## src/rtl/assert_macros.svh

```systemverilog
// ----------------------------------------------------------------------------
// assert_macros
// shared concurrent assertion macros, sampled on clk, off during rst_n low
// ----------------------------------------------------------------------------
`ifndef ASSERT_MACROS_SVH
`define ASSERT_MACROS_SVH

// same-cycle implication
`define TRQ_ASSERT_IMP(lbl, pre, post, msg) \
    lbl: assert property (@(posedge clk) disable iff (!rst_n) (pre) |-> (post)) \
        else $error(msg);

// next-cycle implication
`define TRQ_ASSERT_NXT(lbl, pre, post, msg) \
    lbl: assert property (@(posedge clk) disable iff (!rst_n) (pre) |=> (post)) \
        else $error(msg);

`endif

```

## src/rtl/trq_pkg.sv

```systemverilog
// ----------------------------------------------------------------------------
// trq_pkg
// command and status codes and beat layouts of the thread run queue
// ----------------------------------------------------------------------------
package trq_pkg;

    localparam int CMD_W       = 2;
    localparam int STATUS_W    = 2;
    localparam int ID_FIELD_W  = 16;
    localparam int HDL_FIELD_W = 16;
    localparam int COUNT_W     = 5;

    localparam logic [CMD_W-1:0] CMD_APPEND = 2'd0;
    localparam logic [CMD_W-1:0] CMD_POP    = 2'd1;
    localparam logic [CMD_W-1:0] CMD_REMOVE = 2'd2;

    localparam logic [STATUS_W-1:0] STATUS_OK   = 2'd0;
    localparam logic [STATUS_W-1:0] STATUS_MISS = 2'd1;
    localparam logic [STATUS_W-1:0] STATUS_FULL = 2'd2;

    typedef struct packed {
        logic [CMD_W-1:0]       command;
        logic [ID_FIELD_W-1:0]  thread_id;
        logic [HDL_FIELD_W-1:0] context_handle;
    } cmd_beat_t;

    typedef struct packed {
        logic [STATUS_W-1:0]    status;
        logic [ID_FIELD_W-1:0]  out_thread_id;
        logic [HDL_FIELD_W-1:0] out_handle;
        logic [COUNT_W-1:0]     entry_count;
    } rsp_beat_t;

endpackage

```

## src/rtl/trq_if.sv

```systemverilog
// ----------------------------------------------------------------------------
// trq_if
// valid/ready channels for command beats and response beats
// ----------------------------------------------------------------------------
interface trq_cmd_if;
    logic                valid;
    logic                ready;
    trq_pkg::cmd_beat_t  payload;

    modport source (output valid, output payload, input ready);
    modport sink   (input valid, input payload, output ready);
endinterface

interface trq_rsp_if;
    logic                valid;
    logic                ready;
    trq_pkg::rsp_beat_t  payload;

    modport source (output valid, output payload, input ready);
    modport sink   (input valid, input payload, output ready);
endinterface

```

## src/rtl/thread_run_queue_core.sv

```systemverilog
// ----------------------------------------------------------------------------
// thread_run_queue_core
// ordered run queue of thread entries: append, pop head, remove by id
// ----------------------------------------------------------------------------
// One command is worked at a time; cmd.ready is high while the sequencer is
// idle, also while a response still waits in the output register. Entries
// sit in a circular slot memory with a single read port with registered
// read data, and that port sets the timing: append writes its slot before
// its response, pop reads the head slot first, and remove reads one slot per
// cycle from the head until the id matches, then moves each later entry down
// one slot per cycle before its response.
`include "assert_macros.svh"

module thread_run_queue_core #(
    parameter int QUEUE_DEPTH = 16,
    parameter int ID_BITS     = 16,
    parameter int HANDLE_BITS = 16
) (
    input  logic            clk,
    input  logic            rst_n,
    trq_cmd_if.sink         cmd,
    trq_rsp_if.source       rsp
);

    localparam int AW    = $clog2(QUEUE_DEPTH);
    localparam int CW    = $clog2(QUEUE_DEPTH + 1);
    localparam int IdW   = (ID_BITS < trq_pkg::ID_FIELD_W) ? ID_BITS : trq_pkg::ID_FIELD_W;
    localparam int HdW   = (HANDLE_BITS < trq_pkg::HDL_FIELD_W) ?
                           HANDLE_BITS : trq_pkg::HDL_FIELD_W;
    localparam int SlotW = IdW + HdW;
    localparam int CntW  = (CW < trq_pkg::COUNT_W) ? CW : trq_pkg::COUNT_W;

    localparam logic [CW-1:0] DepthC = CW'(QUEUE_DEPTH);
    localparam logic [CW-1:0] OneC   = CW'(1);

    typedef enum logic [2:0] {
        ST_IDLE,
        ST_POP_RD,
        ST_SEARCH,
        ST_SHIFT,
        ST_DONE
    } state_t;

    state_t                   state_reg, state_next;
    logic [AW-1:0]            head_reg, head_next;
    logic [CW-1:0]            count_reg, count_next;
    logic [CW-1:0]            rd_pos_reg, rd_pos_next;
    logic [IdW-1:0]           key_reg, key_next;
    logic [trq_pkg::STATUS_W-1:0] res_status_reg, res_status_next;
    logic [IdW-1:0]           res_id_reg, res_id_next;
    logic [HdW-1:0]           res_handle_reg, res_handle_next;
    logic                     rsp_valid_reg, rsp_valid_next;
    trq_pkg::rsp_beat_t       rsp_beat_reg, rsp_beat_next;

    logic                     wr_en;
    logic [AW-1:0]            wr_addr;
    logic [SlotW-1:0]         wr_data;
    logic                     rd_en;
    logic [AW-1:0]            rd_addr;
    logic [SlotW-1:0]         rd_data;
    logic [IdW-1:0]           rd_id;
    logic [HdW-1:0]           rd_handle;
    logic [CW-1:0]            pos_inc;

    // logical position to slot address
    function automatic logic [AW-1:0] slot_addr(input logic [AW-1:0] head,
                                                input logic [CW-1:0] pos);
        logic [AW:0] sum;
        sum = (AW+1)'(head) + (AW+1)'(pos);
        if (sum >= (AW+1)'(QUEUE_DEPTH))
        begin
            sum = sum - (AW+1)'(QUEUE_DEPTH);
        end
        return sum[AW-1:0];
    endfunction

    trq_slot_ram #(
        .DEPTH (QUEUE_DEPTH),
        .WIDTH (SlotW)
    ) u_slot_ram (
        .clk     (clk),
        .wr_en   (wr_en),
        .wr_addr (wr_addr),
        .wr_data (wr_data),
        .rd_en   (rd_en),
        .rd_addr (rd_addr),
        .rd_data (rd_data)
    );

    assign rd_id     = rd_data[SlotW-1:HdW];
    assign rd_handle = rd_data[HdW-1:0];
    assign pos_inc   = rd_pos_reg + OneC;

    assign cmd.ready   = (state_reg == ST_IDLE);
    assign rsp.valid   = rsp_valid_reg;
    assign rsp.payload = rsp_beat_reg;

    always_comb
    begin
        state_next      = state_reg;
        head_next       = head_reg;
        count_next      = count_reg;
        rd_pos_next     = rd_pos_reg;
        key_next        = key_reg;
        res_status_next = res_status_reg;
        res_id_next     = res_id_reg;
        res_handle_next = res_handle_reg;
        rsp_valid_next  = rsp_valid_reg;
        rsp_beat_next   = rsp_beat_reg;
        wr_en           = 1'b0;
        wr_addr         = slot_addr(head_reg, count_reg);
        wr_data         = {cmd.payload.thread_id[IdW-1:0],
                           cmd.payload.context_handle[HdW-1:0]};
        rd_en           = 1'b0;
        rd_addr         = head_reg;

        if (rsp_valid_reg && rsp.ready)
        begin
            rsp_valid_next = 1'b0;
        end

        case (state_reg)
            ST_IDLE:
            begin
                if (cmd.valid)
                begin
                    key_next        = cmd.payload.thread_id[IdW-1:0];
                    res_status_next = trq_pkg::STATUS_OK;
                    res_id_next     = '0;
                    res_handle_next = '0;
                    state_next      = ST_DONE;
                    case (cmd.payload.command)
                        trq_pkg::CMD_APPEND:
                        begin
                            if (count_reg == DepthC)
                            begin
                                res_status_next = trq_pkg::STATUS_FULL;
                            end
                            else
                            begin
                                wr_en      = 1'b1;
                                count_next = count_reg + OneC;
                            end
                        end
                        trq_pkg::CMD_POP:
                        begin
                            if (count_reg == '0)
                            begin
                                res_status_next = trq_pkg::STATUS_MISS;
                            end
                            else
                            begin
                                rd_en      = 1'b1;
                                state_next = ST_POP_RD;
                            end
                        end
                        trq_pkg::CMD_REMOVE:
                        begin
                            if (count_reg == '0)
                            begin
                                res_status_next = trq_pkg::STATUS_MISS;
                            end
                            else
                            begin
                                rd_en       = 1'b1;
                                rd_pos_next = '0;
                                state_next  = ST_SEARCH;
                            end
                        end
                        default:
                        begin
                        end
                    endcase
                end
            end

            ST_POP_RD:
            begin
                res_id_next     = rd_id;
                res_handle_next = rd_handle;
                head_next       = slot_addr(head_reg, OneC);
                count_next      = count_reg - OneC;
                state_next      = ST_DONE;
            end

            ST_SEARCH:
            begin
                // read ahead one slot so a hit can start the shift at once
                rd_en   = 1'b1;
                rd_addr = slot_addr(head_reg, pos_inc);
                if (rd_id == key_reg)
                begin
                    res_id_next     = rd_id;
                    res_handle_next = rd_handle;
                    if (pos_inc == count_reg)
                    begin
                        count_next = count_reg - OneC;
                        state_next = ST_DONE;
                    end
                    else
                    begin
                        rd_pos_next = pos_inc;
                        state_next  = ST_SHIFT;
                    end
                end
                else if (pos_inc == count_reg)
                begin
                    res_status_next = trq_pkg::STATUS_MISS;
                    state_next      = ST_DONE;
                end
                else
                begin
                    rd_pos_next = pos_inc;
                end
            end

            ST_SHIFT:
            begin
                // move slot rd_pos down by one, fetch the next
                wr_en   = 1'b1;
                wr_addr = slot_addr(head_reg, rd_pos_reg - OneC);
                wr_data = rd_data;
                rd_en   = 1'b1;
                rd_addr = slot_addr(head_reg, pos_inc);
                if (pos_inc == count_reg)
                begin
                    count_next = count_reg - OneC;
                    state_next = ST_DONE;
                end
                else
                begin
                    rd_pos_next = pos_inc;
                end
            end

            ST_DONE:
            begin
                if (!rsp_valid_reg || rsp.ready)
                begin
                    rsp_valid_next                       = 1'b1;
                    rsp_beat_next                        = '0;
                    rsp_beat_next.status                 = res_status_reg;
                    rsp_beat_next.out_thread_id[IdW-1:0] = res_id_reg;
                    rsp_beat_next.out_handle[HdW-1:0]    = res_handle_reg;
                    rsp_beat_next.entry_count[CntW-1:0]  = count_reg[CntW-1:0];
                    state_next                           = ST_IDLE;
                end
            end

            default:
            begin
                state_next = ST_IDLE;
            end
        endcase
    end

    always_ff @(posedge clk or negedge rst_n)
    begin
        if (!rst_n)
        begin
            state_reg      <= ST_IDLE;
            head_reg       <= '0;
            count_reg      <= '0;
            rd_pos_reg     <= '0;
            key_reg        <= '0;
            res_status_reg <= trq_pkg::STATUS_OK;
            res_id_reg     <= '0;
            res_handle_reg <= '0;
            rsp_valid_reg  <= 1'b0;
            rsp_beat_reg   <= '0;
        end
        else
        begin
            state_reg      <= state_next;
            head_reg       <= head_next;
            count_reg      <= count_next;
            rd_pos_reg     <= rd_pos_next;
            key_reg        <= key_next;
            res_status_reg <= res_status_next;
            res_id_reg     <= res_id_next;
            res_handle_reg <= res_handle_next;
            rsp_valid_reg  <= rsp_valid_next;
            rsp_beat_reg   <= rsp_beat_next;
        end
    end

    `TRQ_ASSERT_IMP(a_count_bound, 1'b1, count_reg <= DepthC, "entry count above queue depth")
    `TRQ_ASSERT_IMP(a_search_pos, state_reg == ST_SEARCH, rd_pos_reg < count_reg, "search past tail")
    `TRQ_ASSERT_IMP(a_shift_pos, state_reg == ST_SHIFT, (rd_pos_reg != '0) && (rd_pos_reg < count_reg), "shift position out of range")
    `TRQ_ASSERT_NXT(a_cmd_leaves_idle, cmd.valid && cmd.ready, state_reg != ST_IDLE, "accepted beat not worked")
    `TRQ_ASSERT_NXT(a_count_step, state_reg != ST_DONE, (count_reg == $past(count_reg)) || (count_reg == $past(count_reg) + OneC) || (count_reg == $past(count_reg) - OneC), "count moved by more than one")

endmodule

```

## src/rtl/trq_slot_ram.sv

```systemverilog
// ----------------------------------------------------------------------------
// trq_slot_ram
// slot storage, one write port and one read port with registered read data
// ----------------------------------------------------------------------------
module trq_slot_ram #(
    parameter int DEPTH = 16,
    parameter int WIDTH = 32,
    localparam int AW   = $clog2(DEPTH)
) (
    input  logic             clk,
    input  logic             wr_en,
    input  logic [AW-1:0]    wr_addr,
    input  logic [WIDTH-1:0] wr_data,
    input  logic             rd_en,
    input  logic [AW-1:0]    rd_addr,
    output logic [WIDTH-1:0] rd_data
);

    logic [WIDTH-1:0] mem_reg [DEPTH];
    logic [WIDTH-1:0] rd_data_reg;

    always_ff @(posedge clk)
    begin
        if (wr_en)
        begin
            mem_reg[wr_addr] <= wr_data;
        end
        if (rd_en)
        begin
            rd_data_reg <= mem_reg[rd_addr];
        end
    end

    assign rd_data = rd_data_reg;

endmodule

```

## src/flat_wrapper.sv

```systemverilog
// flat-port wrapper written by rule: the top's interface ports become plain ports
module thread_run_queue_core_flat 
#(
    parameter int QUEUE_DEPTH = 16,
    parameter int ID_BITS     = 16,
    parameter int HANDLE_BITS = 16
)
  (clk, rst_n, cmd_valid, cmd_payload, cmd_ready, rsp_valid, rsp_payload, rsp_ready);
  trq_cmd_if cmd_i ();
  trq_rsp_if rsp_i ();
  input  logic clk;
  input  logic rst_n;
  input wire logic [$bits(cmd_i.valid)-1:0] cmd_valid;
  input wire logic [$bits(cmd_i.payload)-1:0] cmd_payload;
  output wire logic [$bits(cmd_i.ready)-1:0] cmd_ready;
  output wire logic [$bits(rsp_i.valid)-1:0] rsp_valid;
  output wire logic [$bits(rsp_i.payload)-1:0] rsp_payload;
  input wire logic [$bits(rsp_i.ready)-1:0] rsp_ready;
  assign cmd_i.valid = cmd_valid;
  assign cmd_i.payload = cmd_payload;
  assign cmd_ready = cmd_i.ready;
  assign rsp_valid = rsp_i.valid;
  assign rsp_payload = rsp_i.payload;
  assign rsp_i.ready = rsp_ready;
  thread_run_queue_core #(.QUEUE_DEPTH(QUEUE_DEPTH), .ID_BITS(ID_BITS), .HANDLE_BITS(HANDLE_BITS)) u_core (.clk(clk), .rst_n(rst_n), .cmd(cmd_i), .rsp(rsp_i));
endmodule
```

## config.mk

```make
export PLATFORM = sky130hd
export DESIGN_NAME = thread_run_queue_core_flat
export DESIGN_NICKNAME = d
export VERILOG_FILES = /design/src/rtl/trq_pkg.sv /design/src/rtl/trq_if.sv /design/src/rtl/thread_run_queue_core.sv /design/src/rtl/trq_slot_ram.sv /design/src/flat_wrapper.sv
export VERILOG_INCLUDE_DIRS = /design/src /design/src/rtl
export SDC_FILE = /design/constraint.sdc
export NUM_CORES = 1
export LEC_CHECK = 0
export BUFFER_PORTS_ARGS = -buffer_cell sky130_fd_sc_hd__buf_2
export CAP_MARGIN = 20
export CORE_MARGIN = 5
export CORE_UTILIZATION = 61
export DETAILED_ROUTE_END_ITERATION = 8
export PLACE_DENSITY = 0.89
export SETUP_SLACK_MARGIN = 0.5
export SYNTH_ARGS = -nofsm -noshare
export SYNTH_HDL_FRONTEND = slang
export SYNTH_SLANG_ARGS = --single-unit
```

## constraint.sdc

```tcl
create_clock -name clk -period 7.04 [get_ports clk]
set_input_delay 0.704 -clock clk [delete_from_list [all_inputs] [get_ports clk]]
set_output_delay 0.704 -clock clk [all_outputs]
set_load 0.05 [all_outputs]
```

# Yosys cells after proc, flatten, opt, wreduce, memory -nomap -nowiden
# Memory sizes are Yosys's and may differ from the RTL's. A register that Yosys moved wholly into a read port is not among the register bits.
# Cells that the tools add are included.
[word_totals] reg_bits=107 ram_bits=512 out_inout_bits=41 memories=1
[classes] n_addsub=12 n_lt_le_gt_ge=4 n_eq_ne=19 n_mux=52 reduce_logical=19
[memory_table] name="u_core.u_slot_ram.mem_reg" words=16 width=32 rd=1 rd_ports_with_merged_regs=1 wr=1 line="trq_slot_ram.sv:19" source="logic [WIDTH-1:0] mem_reg [DEPTH];"
[ops] op="$pmux W16 S3" n=2
[ops] op="$mux W16" n=3
[ops] op="$mux W5" n=9
[ops] op="$mux W32" n=1
[ops] op="$mux W4" n=6
[ops] op="$mux W3" n=7
[ops] op="$ge A5 B5 Y1 const B" n=4
[ops] op="$pmux W5 S4" n=1
[ops] op="$eq A16 B16 Y1" n=1
[ops] op="$sub A4 B1 Y4 const B" n=4
[ops] op="$add A4 B5 Y5" n=3
[ops] op="$pmux W3 S5" n=1
[ops] op="$mux W1" n=12
[ops] op="$add A5 B1 Y5 const B" n=2
[ops] op="$ne A2 B1 Y1 const B" n=5
[ops] op="$ne A2 B2 Y1 const B" n=5
[ops] op="$pmux W5 S2" n=1
[ops] op="$reduce_and A5 Y1" n=2
[ops] op="$sub A5 B1 Y5 const B" n=2
[ops] op="$mux W2" n=4
[ops] op="$pmux W2 S2" n=2
[ops] op="$eq A3 B2 Y1 const B" n=2
[ops] op="$pmux W3 S2" n=1
[ops] op="$reduce_and A2 Y1" n=3
[ops] op="other kinds (20)" n=23

# Depth between registers and ports, before layout
[logic_depth] depth_word=7 depth_mapped=12 ltp_nobuf=12

# Hierarchy
# Synthesis repeated with hierarchy kept, for this count alone.
[unflattened] cells_unflattened=1407 area_unflattened_um2=26292.7
[modules_own_cells] module="trq_slot_ram" n_inst=1 cells_each=838 area_each_um2=20155.6 seq_area_each_um2=16335.7
[modules_own_cells] module="thread_run_queue_core" n_inst=1 cells_each=569 area_each_um2=6137.1 seq_area_each_um2=2677.6

# Worst setup path after synthesis
# Ideal clock, no wire load.
[synth_timing] path_type="reg2reg" startpoint="register u_core.state_reg[1]" endpoint="memory u_core.u_slot_ram.mem_reg[0][0] (enable)" setup_time_ps=461 arrival_ps=4549 required_time_ps=6579 setup_slack_ps=2030 path_stages_with_launch=6 path_cell_list="dfrtp_1 > nor3_1 > and2_1 > nand3_1 > o22a_1 > nor3_1"
[synth_between] elab_chain_cells=4
[synth_rtl] item="start: declaration" line="thread_run_queue_core.sv:44" source="state_t state_reg, state_next;"
[synth_rtl] item="start signal: assignment" line="thread_run_queue_core.sv:274" source="state_reg <= state_next;"
[synth_rtl] item="$logic_not A3 Y1"
[synth_rtl] item="net cmd_ready" line="flat_wrapper.sv:15" source="output wire logic [$bits(cmd_i.ready)-1:0] cmd_ready;"
[synth_rtl] item="$pmux W1 S2" line="thread_run_queue_core.sv:122" source="case (state_reg)"
[synth_rtl] item="$mux W1" line="trq_slot_ram.sv:24" source="if (wr_en)"
[synth_rtl] item="$mux W1 (not written as such)" line="trq_slot_ram.sv:26" source="mem_reg[wr_addr] <= wr_data;"
[synth_rtl] item="end: declaration" line="trq_slot_ram.sv:19"
# The timed path passes the listed nets, and every way through them passes these cells.

# Final worst setup path
[layout_timing] startpoint="register u_core.head_reg[1]" endpoint="memory u_core.u_slot_ram.mem_reg[8][2] (enable)"
[layout_between] elab_chain_cells=4
[layout_rtl] item="start: declaration" line="thread_run_queue_core.sv:45" source="logic [AW-1:0] head_reg, head_next;"
[layout_rtl] item="start signal: assignment" line="thread_run_queue_core.sv:275" source="head_reg <= head_next;"
[layout_rtl] item="$add A4 B5 Y5" line="thread_run_queue_core.sv:69" source="sum = (AW+1)'(head) + (AW+1)'(pos);"
[layout_rtl] item="$sub A4 B1 Y4 / $ge A5 B5 Y1 (equally long branches)" line="thread_run_queue_core.sv:72, thread_run_queue_core.sv:70"
[layout_rtl] item="$mux W4" line="thread_run_queue_core.sv:70" source="if (sum >= (AW+1)'(QUEUE_DEPTH))"
[layout_rtl] item="$mux W4 (*)" line="thread_run_queue_core.sv:122"
# Mark *: on every way between the ends. The rest lies on a longest branch, timed or not.

==> key figures <==
Worst setup path
  • Worst path max stage delay: approximately 760 ps
  • Type of origin of the critical path: register
  • Req. time, crit path: ~7300 ps
  • Delay-heaviest family, CP: buffers and inverters
  • Cell mode on critical path: inv_1
  • CP Max Fanout: 25
  • WP depth: 13
  • Crit-path cells: inv_1 > ha_1 > inv_1 > ha_1 > inv_1 > fa_1 > xnor2_1 > xnor2_1 > nor2_1 > a21oi_1 > xor2_1 > nor3_2 > buf_4
  • Worst path bufs/invs: 4
  • WP data arrival: 4760 ps
  • CP max stage cell: nor3_2
  • R2R cell count: 13
  • CP Class: register to register
  • Crit end category: register

Timing
  • Final worst slack: ~2500 ps
  • Worst slew pin tran: between 1000 and 1500 ps
  • Final Hold Vio Count: 0
  • Setup_tns: 0 ps
  • Final period util: between 60% and 70%
  • Max Slew Vio Count: 0
  • Setup Skew: roughly 28 ps
  • RSZ-0062 raised after global routing: no
  • Final setup fails: 0
  • Tmin final: between 4000 and 5000 ps
  • Max Freq: between 0.2 and 0.25 GHz
  • Relative slew slack: about 8.5%

GRT
  • Total Routing Usage GR: between 20% and 30%
  • Initial antenna violation count: 1
  • Global route overflow: 0
  • First-pass GRT wire length: between 90000 and 100000 microns
  • Largest net degree at the start of global routing: between 200 and 300
  • Vias in the first global route: around 16000

Clock tree
  • Resize count post-CTS: 0
  • Clock root cell: clkbuf_16
  • Hold buffer count at cts: 0
  • CTS H-tree lvls: 2
  • Max Root-Sink Buffers: 3
  • Clk slew on worst S/H paths: 70 ps
  • Clk sinks: about 650
  • TritonCTS Buffers: between 50 and 60
  • Worst-Skew Late Latency: between 600 and 700 ps
  • CTS tree: done
  • Setup bufs post-CTS: 0

Finish
  • Area grow syn2layout: 10.5%
  • Design area: ~0.029 sq mm
  • Post-layout util: 68.3%
  • Share of layout cells above drive strength 1: 16.8%
  • Max reg flops: around 510
  • Ant diodes: 0
  • Final net count: 1810
  • Most frequent cells in the layout: edfxtp_1, a21oi_1, nor2b_1, a211oi_1, mux2i_1
  • Most common cell after layout, fill and taps aside: edfxtp_1

Synth
  • Post-Syn Area: between 0.02 and 0.03 sq mm
  • Synth Flop Type: edfxtp_1
  • Synth cell types: 49
  • Avg Cell Area, Syn: 15.8 sq um
  • Yosys warns: 0
  • Post-Syn Instances: about 1700
  • Ys async rst share: between 10% and 20%
  • Syn Nets: approximately 1700
  • Seq/Total Area, Yosys: 71.3%
  • EDFF count, synth: roughly 540
  • #FFs+latches synth: approximately 650

Floorplanning
  • I/O pin count: between 70 and 80
  • DIE WIDTH: between 200 and 250 microns
  • Height of the die: ~220 microns
  • Die area: between 0.04 and 0.05 sq mm
  • Core area: ~0.043 sq mm
  • Initial Utilization: 61.8%
  • Site Rows: 76

Placed design
  • Pre-CTS setup slack: approximately 2700 ps
  • Post-DP HPWL: 31900 microns
  • PortBufs: a little under 80
  • Global placement routability congestion: between 0.8 and 0.9
  • Dpl cell area: between 0.02 and 0.03 sq mm

Detailed routing
  • Routed vias/inst: between 6 and 7
  • Iter 0 DRT Violations: 2136
  • Detailed-route wire length per cell: between 20 and 30 microns
  • DRC errors left: 0
  • Antenna Violating Nets Remaining: 0
  • Via count: roughly 16000
  • Drt first pass iters: 8
  • Total wire length: approximately 63000 microns

Power and ir drop
  • Leakage power: roughly 11 nW
  • P per Cell Area: a little under 400 mW/mm^2
  • Max VDD drop: around 0.00041 V
  • Final Total Pwr: ~12 mW

Min path
  • HP Class: input port to asynchronous set/reset pin

Flow run
  • Max_cap viols: 0

Outcome
  • Status: complete, no violations
[per-layer routing]
| layer | share of wire [%] | track usage (%) | vias to the layer above |
|---|---|---|---|
| li1 | - | - | 6582 |
| met1 | 36 | 34.1 | 7757 |
| met2 | 50 | 44.2 | 1000 |
| met3 | 9.7 | 4.59 | 229 |
| met4 | 4.2 | 10.3 | 2 |
| met5 | 0.021 | 0 | - |
[final cells by class]
class                           count  area [sq um]
Fill cell                        2576         13700
Multi-Input combinational cell    914          7220
Tap cell                          585           732
Clock inverter                     29           198
Sequential cell                   651         19000
Inverter                           17          63.8
Clock buffer                       78          1600
Timing Repair Buffer              107           656
[cells in the mapped netlist, drive strengths merged, types with 2 or more instances]
cell / number / share of area (%)
mux2i: 129 / 4.9
nand4: 6 / 0.14
xnor2: 29 / 0.95
a211oi: 129 / 3.6
nor3: 22 / 0.41
inv: 17 / 0.24
dfrtp: 107 / 10
nor2b: 129 / 3.0
fa: 4 / 0.30
xor2: 12 / 0.39
a21o: 6 / 0.17
nand3: 9 / 0.17
ha: 19 / 0.89
mux2: 58 / 2.4
nand2: 111 / 1.6
buf: 57 / 1.2
a21oi: 136 / 2.6
clkbuf: 44 / 0.62
edfxtp: 544 / 61
mux4: 32 / 2.7
o21ai: 10 / 0.19
o22ai: 2 / 0.047
nor4: 2 / 0.047
and2: 2 / 0.047
a2bb2oi: 2 / 0.066
nor3b: 2 / 0.099
a31oi: 2 / 0.047
nor2: 12 / 0.17
a22o: 32 / 1.1
nand2b: 4 / 0.094
[through the flow]
step	hold WS, ps	instances
floorplan	408	1683
global placement	471	2273
detailed placement	491	2273
CTS	84.2	2380
global route	115	2381
finish	69.1	2381
[cells by family after synthesis]
logic type | synth area share (%)
DFF | 71.3
xor gates and xnor gates | 1.43
adders and majority gates | 1.19
muxes | 10.0
and+or+nand+nor | 5.86
buffers and inverters | 2.08
AOI/OAI and AO/OA | 8.11
[power breakdown]
part           leakage, nW  total [mW]  internal (mW)  switching (mW)
Clock                0.888        3.02           1.66            1.36
Combinational         3.51        3.73           1.43            2.30
Sequential            6.32        4.94           4.62           0.318
Total                 10.7        11.7           7.72            3.97
[worst paths after layout]
check	from	end	slack (ps)
worst max-delay path	u_core.head_reg[1]	u_core.u_slot_ram.mem_reg[8][2]	2520
worst min-delay path	rst_n	u_core.count_reg[1]	70
worst max register to register	u_core.head_reg[1]	u_core.u_slot_ram.mem_reg[8][2]	2520
worst min register to register	u_core.rsp.payload[35]	u_core.rsp.payload[35]	500
max in group asynchronous	rst_n	u_core.res_handle_reg[9]	5700
min in group clk	cmd_payload[21]	u_core.key_reg[5]	360
Note: power is estimated with default switching activity, not from simulation.
